--- src/sv/laet_pkg.sv ---
// shared types and constants of the load average tracker
package laet_pkg;

    localparam int TICK_W     = 64;
    localparam int CPU_W      = 7;
    localparam int TAU_W      = 12;
    localparam int CFG_IDX_W  = 2;
    localparam int CFG_DATA_W = 12;
    localparam int TAUCPU_W   = TAU_W + CPU_W;

    localparam logic [CFG_IDX_W-1:0] CFG_NUM_CPUS  = 2'd0;
    localparam logic [CFG_IDX_W-1:0] CFG_TAU_SHORT = 2'd1;
    localparam logic [CFG_IDX_W-1:0] CFG_TAU_MID   = 2'd2;
    localparam logic [CFG_IDX_W-1:0] CFG_TAU_LONG  = 2'd3;

    localparam logic [CPU_W-1:0] CPU_MAX = 7'd64;

    localparam logic [1:0] AVG_SHORT = 2'd0;
    localparam logic [1:0] AVG_MID   = 2'd1;
    localparam logic [1:0] AVG_LONG  = 2'd2;

    typedef enum logic [3:0] {
        S_IDLE,
        S_BUSY,
        S_DBUSY,
        S_IMUL,
        S_IDIV_LD,
        S_DIV,
        S_DSAVE,
        S_KMUL1,
        S_KMUL2,
        S_PREP,
        S_NMUL,
        S_EDIV_LD,
        S_DONE
    } state_t;

endpackage

--- src/sv/load_average_ema_tracker.sv ---
// load average tracker: three moving averages of cpu load from tick counters
// a new input word is taken only in idle, once the previous result has gone to the output register;
// a first sample or a total that did not grow skips the averaging and keeps the averages
// each averaged word makes four passes through the shared restoring divider (W steps each),
// W = FRACTION_BITS+7, and uses the shared 32-bit x MB multiplier
// reset: averages and previous sample cleared, registers to 1, 60, 300 and 900
module load_average_ema_tracker #(
    parameter int unsigned TICKS_PER_SECOND = 10000000,
    parameter int unsigned FRACTION_BITS    = 16
) (
    input  logic                                clk,
    input  logic                                rst_n,
    input  logic                                cfg_valid,
    output logic                                cfg_ready,
    input  logic [laet_pkg::CFG_IDX_W-1:0]      cfg_index,
    input  logic [laet_pkg::CFG_DATA_W-1:0]     cfg_data,
    input  logic                                in_valid,
    output logic                                in_ready,
    input  logic [laet_pkg::TICK_W-1:0]         idle_ticks,
    input  logic [laet_pkg::TICK_W-1:0]         kernel_ticks,
    input  logic [laet_pkg::TICK_W-1:0]         user_ticks,
    output logic                                out_valid,
    input  logic                                out_ready,
    output logic [FRACTION_BITS+6:0]            load_short,
    output logic [FRACTION_BITS+6:0]            load_mid,
    output logic [FRACTION_BITS+6:0]            load_long
);

    localparam int W   = FRACTION_BITS + 7;
    localparam int MB  = (W > laet_pkg::TAUCPU_W) ? W : laet_pkg::TAUCPU_W;
    localparam int AW  = 64 + MB;
    localparam int PW  = 32 + MB;
    localparam int NW  = 64 + W;
    localparam int CW  = $clog2(W);
    localparam int IPW = 64 + laet_pkg::CPU_W;
    localparam logic [W-1:0] CAP = {1'b1, {(W-1){1'b0}}};

    laet_pkg::state_t state_reg, state_next;

    logic [laet_pkg::CPU_W-1:0] num_cpus_reg;
    logic [laet_pkg::TAU_W-1:0] tau_short_reg, tau_mid_reg, tau_long_reg;

    logic [63:0]   idle_reg, total_reg, busy_reg, dtot_reg;
    logic [63:0]   prev_busy_reg, prev_total_reg;
    logic          upd_reg;
    logic [63:0]   mx_reg;
    logic [MB-1:0] mb_reg;
    logic          phase_reg;
    logic [AW-1:0] acc_reg;
    logic [64:0]   den_reg, rem_reg;
    logic [W-1:0]  nlo_reg, q_reg;
    logic [CW-1:0] cnt_reg;
    logic          ovf_reg, ema_reg, dir_reg;
    logic [1:0]    sel_reg;
    logic [W-1:0]  inst_reg;
    logic [W-1:0]  avg_reg [3];
    logic          out_valid_reg;
    logic [W-1:0]  out_short_reg, out_mid_reg, out_long_reg;

    logic [laet_pkg::CPU_W-1:0] cpus_eff;
    logic [31:0]   mul_a;
    logic [PW-1:0] prod;
    logic [AW-1:0] acc_next;
    logic [65:0]   trial, diff;
    logic          ge;
    logic [NW-1:0] inum, enum_w;
    logic [63:0]   busy_new, dbusy;
    logic [W-1:0]  avg_cur, mag, ema_new, inst_sat;
    logic [1:0]    sel_next;
    logic [laet_pkg::TAU_W-1:0] tau_sel, tau_eff;
    logic          mul_state, can_load;

    assign cfg_ready  = 1'b1;
    assign in_ready   = (state_reg == laet_pkg::S_IDLE);
    assign out_valid  = out_valid_reg;
    assign load_short = out_short_reg;
    assign load_mid   = out_mid_reg;
    assign load_long  = out_long_reg;

    assign cpus_eff = (num_cpus_reg == '0) ? laet_pkg::CPU_W'(1) :
                      ((num_cpus_reg > laet_pkg::CPU_MAX) ? laet_pkg::CPU_MAX : num_cpus_reg);

    // shared multiplier: 64-bit operand taken in two 32-bit halves
    assign mul_a    = phase_reg ? mx_reg[63:32] : mx_reg[31:0];
    assign prod     = {{MB{1'b0}}, mul_a} * {32'd0, mb_reg};
    assign acc_next = phase_reg ? (acc_reg + {prod, 32'd0}) : {32'd0, prod};

    // shared restoring divider step
    assign trial = {rem_reg, nlo_reg[W-1]};
    assign ge    = (trial >= {1'b0, den_reg});
    assign diff  = trial - {1'b0, den_reg};

    assign inum   = {acc_reg[IPW-1:0], {FRACTION_BITS{1'b0}}};
    assign enum_w = acc_reg[NW-1:0];

    assign busy_new = (total_reg > idle_reg) ? (total_reg - idle_reg) : 64'd0;
    assign dbusy    = (busy_reg >= prev_busy_reg) ? (busy_reg - prev_busy_reg) : 64'd0;

    assign avg_cur  = avg_reg[sel_reg];
    assign mag      = (inst_reg >= avg_cur) ? (inst_reg - avg_cur) : (avg_cur - inst_reg);
    assign ema_new  = dir_reg ? (avg_cur + q_reg) : (avg_cur - q_reg);
    assign inst_sat = (ovf_reg || (q_reg > CAP)) ? CAP : q_reg;

    assign sel_next = ema_reg ? (sel_reg + 2'd1) : laet_pkg::AVG_SHORT;

    always_comb
    begin
        case (sel_next)
            laet_pkg::AVG_SHORT: tau_sel = tau_short_reg;
            laet_pkg::AVG_MID:   tau_sel = tau_mid_reg;
            default:             tau_sel = tau_long_reg;
        endcase
    end

    assign tau_eff = (tau_sel == '0) ? laet_pkg::TAU_W'(1) : tau_sel;

    assign mul_state = (state_reg == laet_pkg::S_IMUL)  || (state_reg == laet_pkg::S_KMUL1) ||
                       (state_reg == laet_pkg::S_KMUL2) || (state_reg == laet_pkg::S_NMUL);
    assign can_load  = !out_valid_reg || out_ready;

    always_ff @(posedge clk or negedge rst_n)
    begin
        if (!rst_n)
        begin
            state_reg <= laet_pkg::S_IDLE;
        end
        else
        begin
            state_reg <= state_next;
        end
    end

    always_comb
    begin
        state_next = state_reg;
        case (state_reg)
            laet_pkg::S_IDLE:
            begin
                if (in_valid)
                begin
                    state_next = laet_pkg::S_BUSY;
                end
            end
            laet_pkg::S_BUSY:    state_next = laet_pkg::S_DBUSY;
            laet_pkg::S_DBUSY:   state_next = upd_reg ? laet_pkg::S_IMUL : laet_pkg::S_DONE;
            laet_pkg::S_IMUL:    state_next = phase_reg ? laet_pkg::S_IDIV_LD : laet_pkg::S_IMUL;
            laet_pkg::S_IDIV_LD: state_next = laet_pkg::S_DIV;
            laet_pkg::S_DIV:
            begin
                if (cnt_reg == '0)
                begin
                    state_next = laet_pkg::S_DSAVE;
                end
            end
            laet_pkg::S_DSAVE:
            begin
                if (ema_reg && (sel_reg == laet_pkg::AVG_LONG))
                begin
                    state_next = laet_pkg::S_DONE;
                end
                else
                begin
                    state_next = laet_pkg::S_KMUL1;
                end
            end
            laet_pkg::S_KMUL1:   state_next = phase_reg ? laet_pkg::S_KMUL2 : laet_pkg::S_KMUL1;
            laet_pkg::S_KMUL2:   state_next = phase_reg ? laet_pkg::S_PREP : laet_pkg::S_KMUL2;
            laet_pkg::S_PREP:    state_next = laet_pkg::S_NMUL;
            laet_pkg::S_NMUL:    state_next = phase_reg ? laet_pkg::S_EDIV_LD : laet_pkg::S_NMUL;
            laet_pkg::S_EDIV_LD: state_next = laet_pkg::S_DIV;
            laet_pkg::S_DONE:
            begin
                if (can_load)
                begin
                    state_next = laet_pkg::S_IDLE;
                end
            end
            default:             state_next = laet_pkg::S_IDLE;
        endcase
    end

    // control, configuration and tracker state
    always_ff @(posedge clk or negedge rst_n)
    begin
        if (!rst_n)
        begin
            num_cpus_reg   <= laet_pkg::CPU_W'(1);
            tau_short_reg  <= laet_pkg::TAU_W'(60);
            tau_mid_reg    <= laet_pkg::TAU_W'(300);
            tau_long_reg   <= laet_pkg::TAU_W'(900);
            prev_busy_reg  <= '0;
            prev_total_reg <= '0;
            upd_reg        <= 1'b0;
            phase_reg      <= 1'b0;
            cnt_reg        <= '0;
            ema_reg        <= 1'b0;
            sel_reg        <= laet_pkg::AVG_SHORT;
            out_valid_reg  <= 1'b0;
            avg_reg[0]     <= '0;
            avg_reg[1]     <= '0;
            avg_reg[2]     <= '0;
        end
        else
        begin
            if (cfg_valid)
            begin
                case (cfg_index)
                    laet_pkg::CFG_NUM_CPUS:  num_cpus_reg  <= cfg_data[laet_pkg::CPU_W-1:0];
                    laet_pkg::CFG_TAU_SHORT: tau_short_reg <= cfg_data[laet_pkg::TAU_W-1:0];
                    laet_pkg::CFG_TAU_MID:   tau_mid_reg   <= cfg_data[laet_pkg::TAU_W-1:0];
                    laet_pkg::CFG_TAU_LONG:  tau_long_reg  <= cfg_data[laet_pkg::TAU_W-1:0];
                    default: ;
                endcase
            end

            phase_reg <= mul_state ? ~phase_reg : 1'b0;

            case (state_reg)
                laet_pkg::S_BUSY:
                begin
                    // zero previous total means no previous sample
                    upd_reg        <= (prev_total_reg != '0) && (total_reg > prev_total_reg);
                    prev_total_reg <= total_reg;
                end
                laet_pkg::S_DBUSY:
                begin
                    prev_busy_reg <= busy_reg;
                    ema_reg       <= 1'b0;
                end
                laet_pkg::S_IDIV_LD, laet_pkg::S_EDIV_LD:
                begin
                    cnt_reg <= CW'(W - 1);
                end
                laet_pkg::S_DIV:
                begin
                    cnt_reg <= cnt_reg - CW'(1);
                end
                laet_pkg::S_DSAVE:
                begin
                    if (ema_reg)
                    begin
                        avg_reg[sel_reg] <= ema_new;
                    end
                    sel_reg <= sel_next;
                    ema_reg <= 1'b1;
                end
                default: ;
            endcase

            if ((state_reg == laet_pkg::S_DONE) && can_load)
            begin
                out_valid_reg <= 1'b1;
            end
            else if (out_ready)
            begin
                out_valid_reg <= 1'b0;
            end
        end
    end

    // datapath
    always_ff @(posedge clk)
    begin
        case (state_reg)
            laet_pkg::S_IDLE:
            begin
                if (in_valid)
                begin
                    idle_reg  <= idle_ticks;
                    total_reg <= kernel_ticks + user_ticks;
                end
            end
            laet_pkg::S_BUSY:
            begin
                busy_reg <= busy_new;
                dtot_reg <= total_reg - prev_total_reg;
            end
            laet_pkg::S_DBUSY:
            begin
                den_reg <= {1'b0, dtot_reg};
                mx_reg  <= dbusy;
                mb_reg  <= MB'(cpus_eff);
            end
            laet_pkg::S_IMUL, laet_pkg::S_NMUL:
            begin
                acc_reg <= acc_next;
            end
            laet_pkg::S_IDIV_LD:
            begin
                rem_reg <= {1'b0, inum[NW-1:W]};
                nlo_reg <= inum[W-1:0];
                ovf_reg <= ({1'b0, inum[NW-1:W]} >= den_reg);
            end
            laet_pkg::S_EDIV_LD:
            begin
                // step is below the magnitude, so the high part never overflows
                rem_reg <= {1'b0, enum_w[NW-1:W]};
                nlo_reg <= enum_w[W-1:0];
                ovf_reg <= 1'b0;
            end
            laet_pkg::S_DIV:
            begin
                rem_reg <= ge ? diff[64:0] : trial[64:0];
                nlo_reg <= {nlo_reg[W-2:0], 1'b0};
                q_reg   <= {q_reg[W-2:0], ge};
            end
            laet_pkg::S_DSAVE:
            begin
                if (!ema_reg)
                begin
                    inst_reg <= inst_sat;
                end
                mx_reg <= 64'(tau_eff);
                mb_reg <= MB'(cpus_eff);
            end
            laet_pkg::S_KMUL1:
            begin
                acc_reg <= acc_next;
                if (phase_reg)
                begin
                    // tau * cpus, then times ticks per second
                    mx_reg <= 64'(TICKS_PER_SECOND);
                    mb_reg <= acc_next[MB-1:0];
                end
            end
            laet_pkg::S_KMUL2:
            begin
                acc_reg <= acc_next;
            end
            laet_pkg::S_PREP:
            begin
                den_reg <= {1'b0, dtot_reg} + {1'b0, acc_reg[63:0]};
                mx_reg  <= dtot_reg;
                mb_reg  <= MB'(mag);
                dir_reg <= (inst_reg >= avg_cur);
            end
            laet_pkg::S_DONE:
            begin
                if (can_load)
                begin
                    out_short_reg <= avg_reg[0];
                    out_mid_reg   <= avg_reg[1];
                    out_long_reg  <= avg_reg[2];
                end
            end
            default: ;
        endcase
    end

endmodule

--- config.mk ---
export PLATFORM = sky130hd
export DESIGN_NAME = load_average_ema_tracker
export DESIGN_NICKNAME = d
export VERILOG_FILES = /design/src/sv/laet_pkg.sv /design/src/sv/load_average_ema_tracker.sv
export SDC_FILE = /design/constraint.sdc
export NUM_CORES = 2
export LEC_CHECK = 0
export ABC_CLOCK_PERIOD_IN_PS = 23600
export BUFFER_PORTS_ARGS = -buffer_cell sky130_fd_sc_hd__buf_4
export CORE_MARGIN = 2
export CORE_UTILIZATION = 56
export DETAILED_ROUTE_END_ITERATION = 8
export PLACE_DENSITY = 0.78
export SETUP_SLACK_MARGIN = 0.5
export SYNTH_ARGS = -nofsm -noshare
export SYNTH_HDL_FRONTEND = slang
export SYNTH_SLANG_ARGS = --single-unit
export TNS_END_PERCENT = 20
--- constraint.sdc ---
create_clock -name clk -period 23.6 [get_ports clk]
set_clock_uncertainty 0.1 [all_clocks]
set_input_delay 3.54 -clock clk [delete_from_list [all_inputs] [get_ports clk]]
set_output_delay 3.54 -clock clk [all_outputs]
set_load 0.02 [all_outputs]
==> impl_metrics.py <==
metrics = {
    "clocking": {
        "cts_resized": 0,
        "cts_tree": "done",
        "clock-sinks": 955,
        "clockRootBuffer": "clkbuf_16",
        "htreeDepth": 3,
        "clk_pin_slew_worst_paths_ns": 0.06,
        "clk_path_buf_depth": 3,
        "clk_latency_ns": 0.78,
        "cts_made_buffers": 98,
        "cts_hold_buf": 0,
        "post_cts_buffers": 0,
    },
    "run": {
        "maxCapViolations": 1,
    },
    "global_route": {
        "overflow": 0,
        "grt_max_degree": 170,
        "grt_pass1_vias": 71700,
        "grt_pass1_wl_microns": 434000,
        "track_usage_pct": 34.8,
        "antenna_found_initial": 20,
    },
    "synthesis": {
        "synth_top_area_share_pct": 23.4,
        "avgSynthCellArea_sq_um": 9.30,
        "yosys_warnings": 0,
        "synth_edf_count": 700,
        "ys_top_cells_by_area": "edfxtp_1 23%, fa_1 14%, ha_1 11%",
        "synth_common_cells": "1200 x nand2_1, 1097 x inv_1, 759 x ha_1",
        "syn_nets": 11200,
        "synth.ff_latch_count": 955,
        "synth_area_leader_cell": "edfxtp_1",
        "ys_seq_area_share_pct": 30.6,
        "yosys.cell_count.top_type": "nand2_1",
        "syn_inst": 9637,
        "netlist_area_sq_mm": 0.0896,
        "ys_async_sr_fraction_pct": 26.7,
        "ys.flop_type": "edfxtp_1",
        "ys_types": 108,
    },
    "critical_path": {
        "r2r_setup_slack_ns": 11.76,
        "critical_path.most_common_cell": "fa_1",
        "critical_path.top_delay_family": "adder cells",
        "end_kind": "flip-flop",
        "startpoint_type": "flip-flop",
        "ff2ff_path_depth": 41,
        "slowest_delay_ns": 0.73,
        "crit_type": "reg -> reg",
        "cp.arrival_ns": 12.23,
        "required_ns": 23.99,
        "worstReg2RegStart": "phase_reg",
        "crit_cells": 41,
        "worstReg2RegEnd": "acc_reg[85]",
        "path_buf_inv": 5,
        "crit_slowest_cell": "dfrtp_2",
        "path_max_fanout": 50,
    },
    "layout": {
        "largest_reg_flops": 87,
        "post-route-util_pct": 61.0,
        "fillers": 13300,
        "multi_input_area_sq_mm": 0.0565,
        "areaGrowthSynthToFinish_pct": 8.03,
        "ff_latch_area_sq_mm": 0.0274,
        "drive_gt1_share_pct": 7.91,
        "fin_nets": 11300,
    },
    "placement": {
        "io_buffer_count": 281,
        "hpwl_microns": 228000,
        "globalplace.congestion": 1.01,
    },
    "min_path": {
        "hold_depth": 0,
        "hold_path.class": "reg -> reg",
        "hold_end": "load_short[10]",
        "min_from": "avg_reg[56]",
    },
    "run_status": {
        "status": "finished with violations",
        "violations": "max-capacitance violations, max-slew violations",
    },
    "route": {
        "drc": 0,
        "vias_per_cell": 6.17,
        "drt_pass1_iterations": 8,
        "drtIter0Drc": 7597,
        "post_drt_wl_per_cell_microns": 24.1,
        "routed-via-count": 73100,
        "wl_microns": 285000,
        "postRouteAntennaNets": 0,
    },
    "timing": {
        "rsz0062_at_grt": "false",
        "setup_tns_ns": 0,
        "worst_slew_pin_slew_ns": 1.49,
        "finalSetupViolCount": 0,
        "fmax_mhz": 84.5,
        "min_period_ns": 11.84,
        "period_share_pct": 50.2,
        "slew_violations": 1,
        "relSlewSlack_pct": -0.0586,
        "finalHoldViolations": 0,
    },
    "floorplanning": {
        "row_count": 146,
        "core_area_sq_mm": 0.159,
        "die_w_microns": 404,
        "initial_core_util_pct": 56.5,
        "die_area_sq_mm": 0.163,
        "ios": 283,
        "die_y_microns": 404,
    },
}
## cell families (layout without fill, tap and decap cells)
| kind of cell | count (synthesis) | count (layout) | share of synthesized area (%) |
|---|---|---|---|
| and+or+nand+nor | 2652 | 2652 | 13.9 |
| AOI/OAI and AO/OA | 2372 | 2372 | 16.6 |
| buffers and inverters | 1536 | 1656 | 6.51 |
| adders and majority gates | 1396 | 1396 | 24.8 |
| DFF | 955 | 955 | 30.6 |
| xor gates and xnor gates | 512 | 512 | 5.02 |
| muxes | 213 | 213 | 2.57 |
| other | 1 | 10 | 0.00418 |
## routing by layer
metal	vias to the layer above	track usage (%)	wire (microns)	part of all wire [%]
li1	33200	-	-	-
met1	35700	47.3	117000	41
met2	3520	54.9	129000	45
met3	637	5.98	25600	9.0
met4	8	15.2	14500	5.1
met5	-	0	67	0.023
## final cells by class
type	count	area share [%]
antenna	9	0.0233
clock buffer	118	2.68
clock inverter	68	0.826
inverter	1102	4.28
multi-input combinational	7146	58.3
sequential	955	28.3
tap	2072	2.68
timing repair buffer	368	2.86
## worst max path at each step
stage	end	from	slack, ns
final	acc_reg[85]	phase_reg	11.76
after global placement	acc_reg[85]	phase_reg	11.87
after global routing	acc_reg[86]	phase_reg	11.10
after detailed placement	acc_reg[85]	phase_reg	11.80
after floorplan	acc_reg[85]	phase_reg	13.13
after CTS	acc_reg[85]	phase_reg	11.76
## through the flow
| stage | std cells | instance area (sq um) | hold WS (ns) | setup slack [ns] |
|---|---|---|---|---|
| CTS | 11800 | 96800 | 0.369 | 11.76 |
| detailed placement | 11600 | 93400 | 0.355 | 11.80 |
| floorplan | 9637 | 89600 | 0.340 | 13.13 |
| finish | 11800 | 96800 | 0.371 | 11.76 |
| global placement | 11600 | 93400 | 0.351 | 11.87 |
| global route | 11800 | 96800 | 0.383 | 11.10 |
## cells in the final DEF, fill, tap and decap left out, types with 241 or more instances in the layout
cell      Yosys  layout
inv_1      1097    1097
xnor2_1     295     295
nor2_1      403     398
nand2_1    1200    1200
edfxtp_1    700     700
and2_1      341     340
buf_4         8     367
a21oi_1     670     670
dfrtp_1     242     241
o21ai_0     636     634
ha_1        759     759
a21o_1      354     354
fa_1        637     637
Power is left out: the tool's default activity adds up to more than one toggle a clock period on the data nets, which glitch-free logic cannot reach.
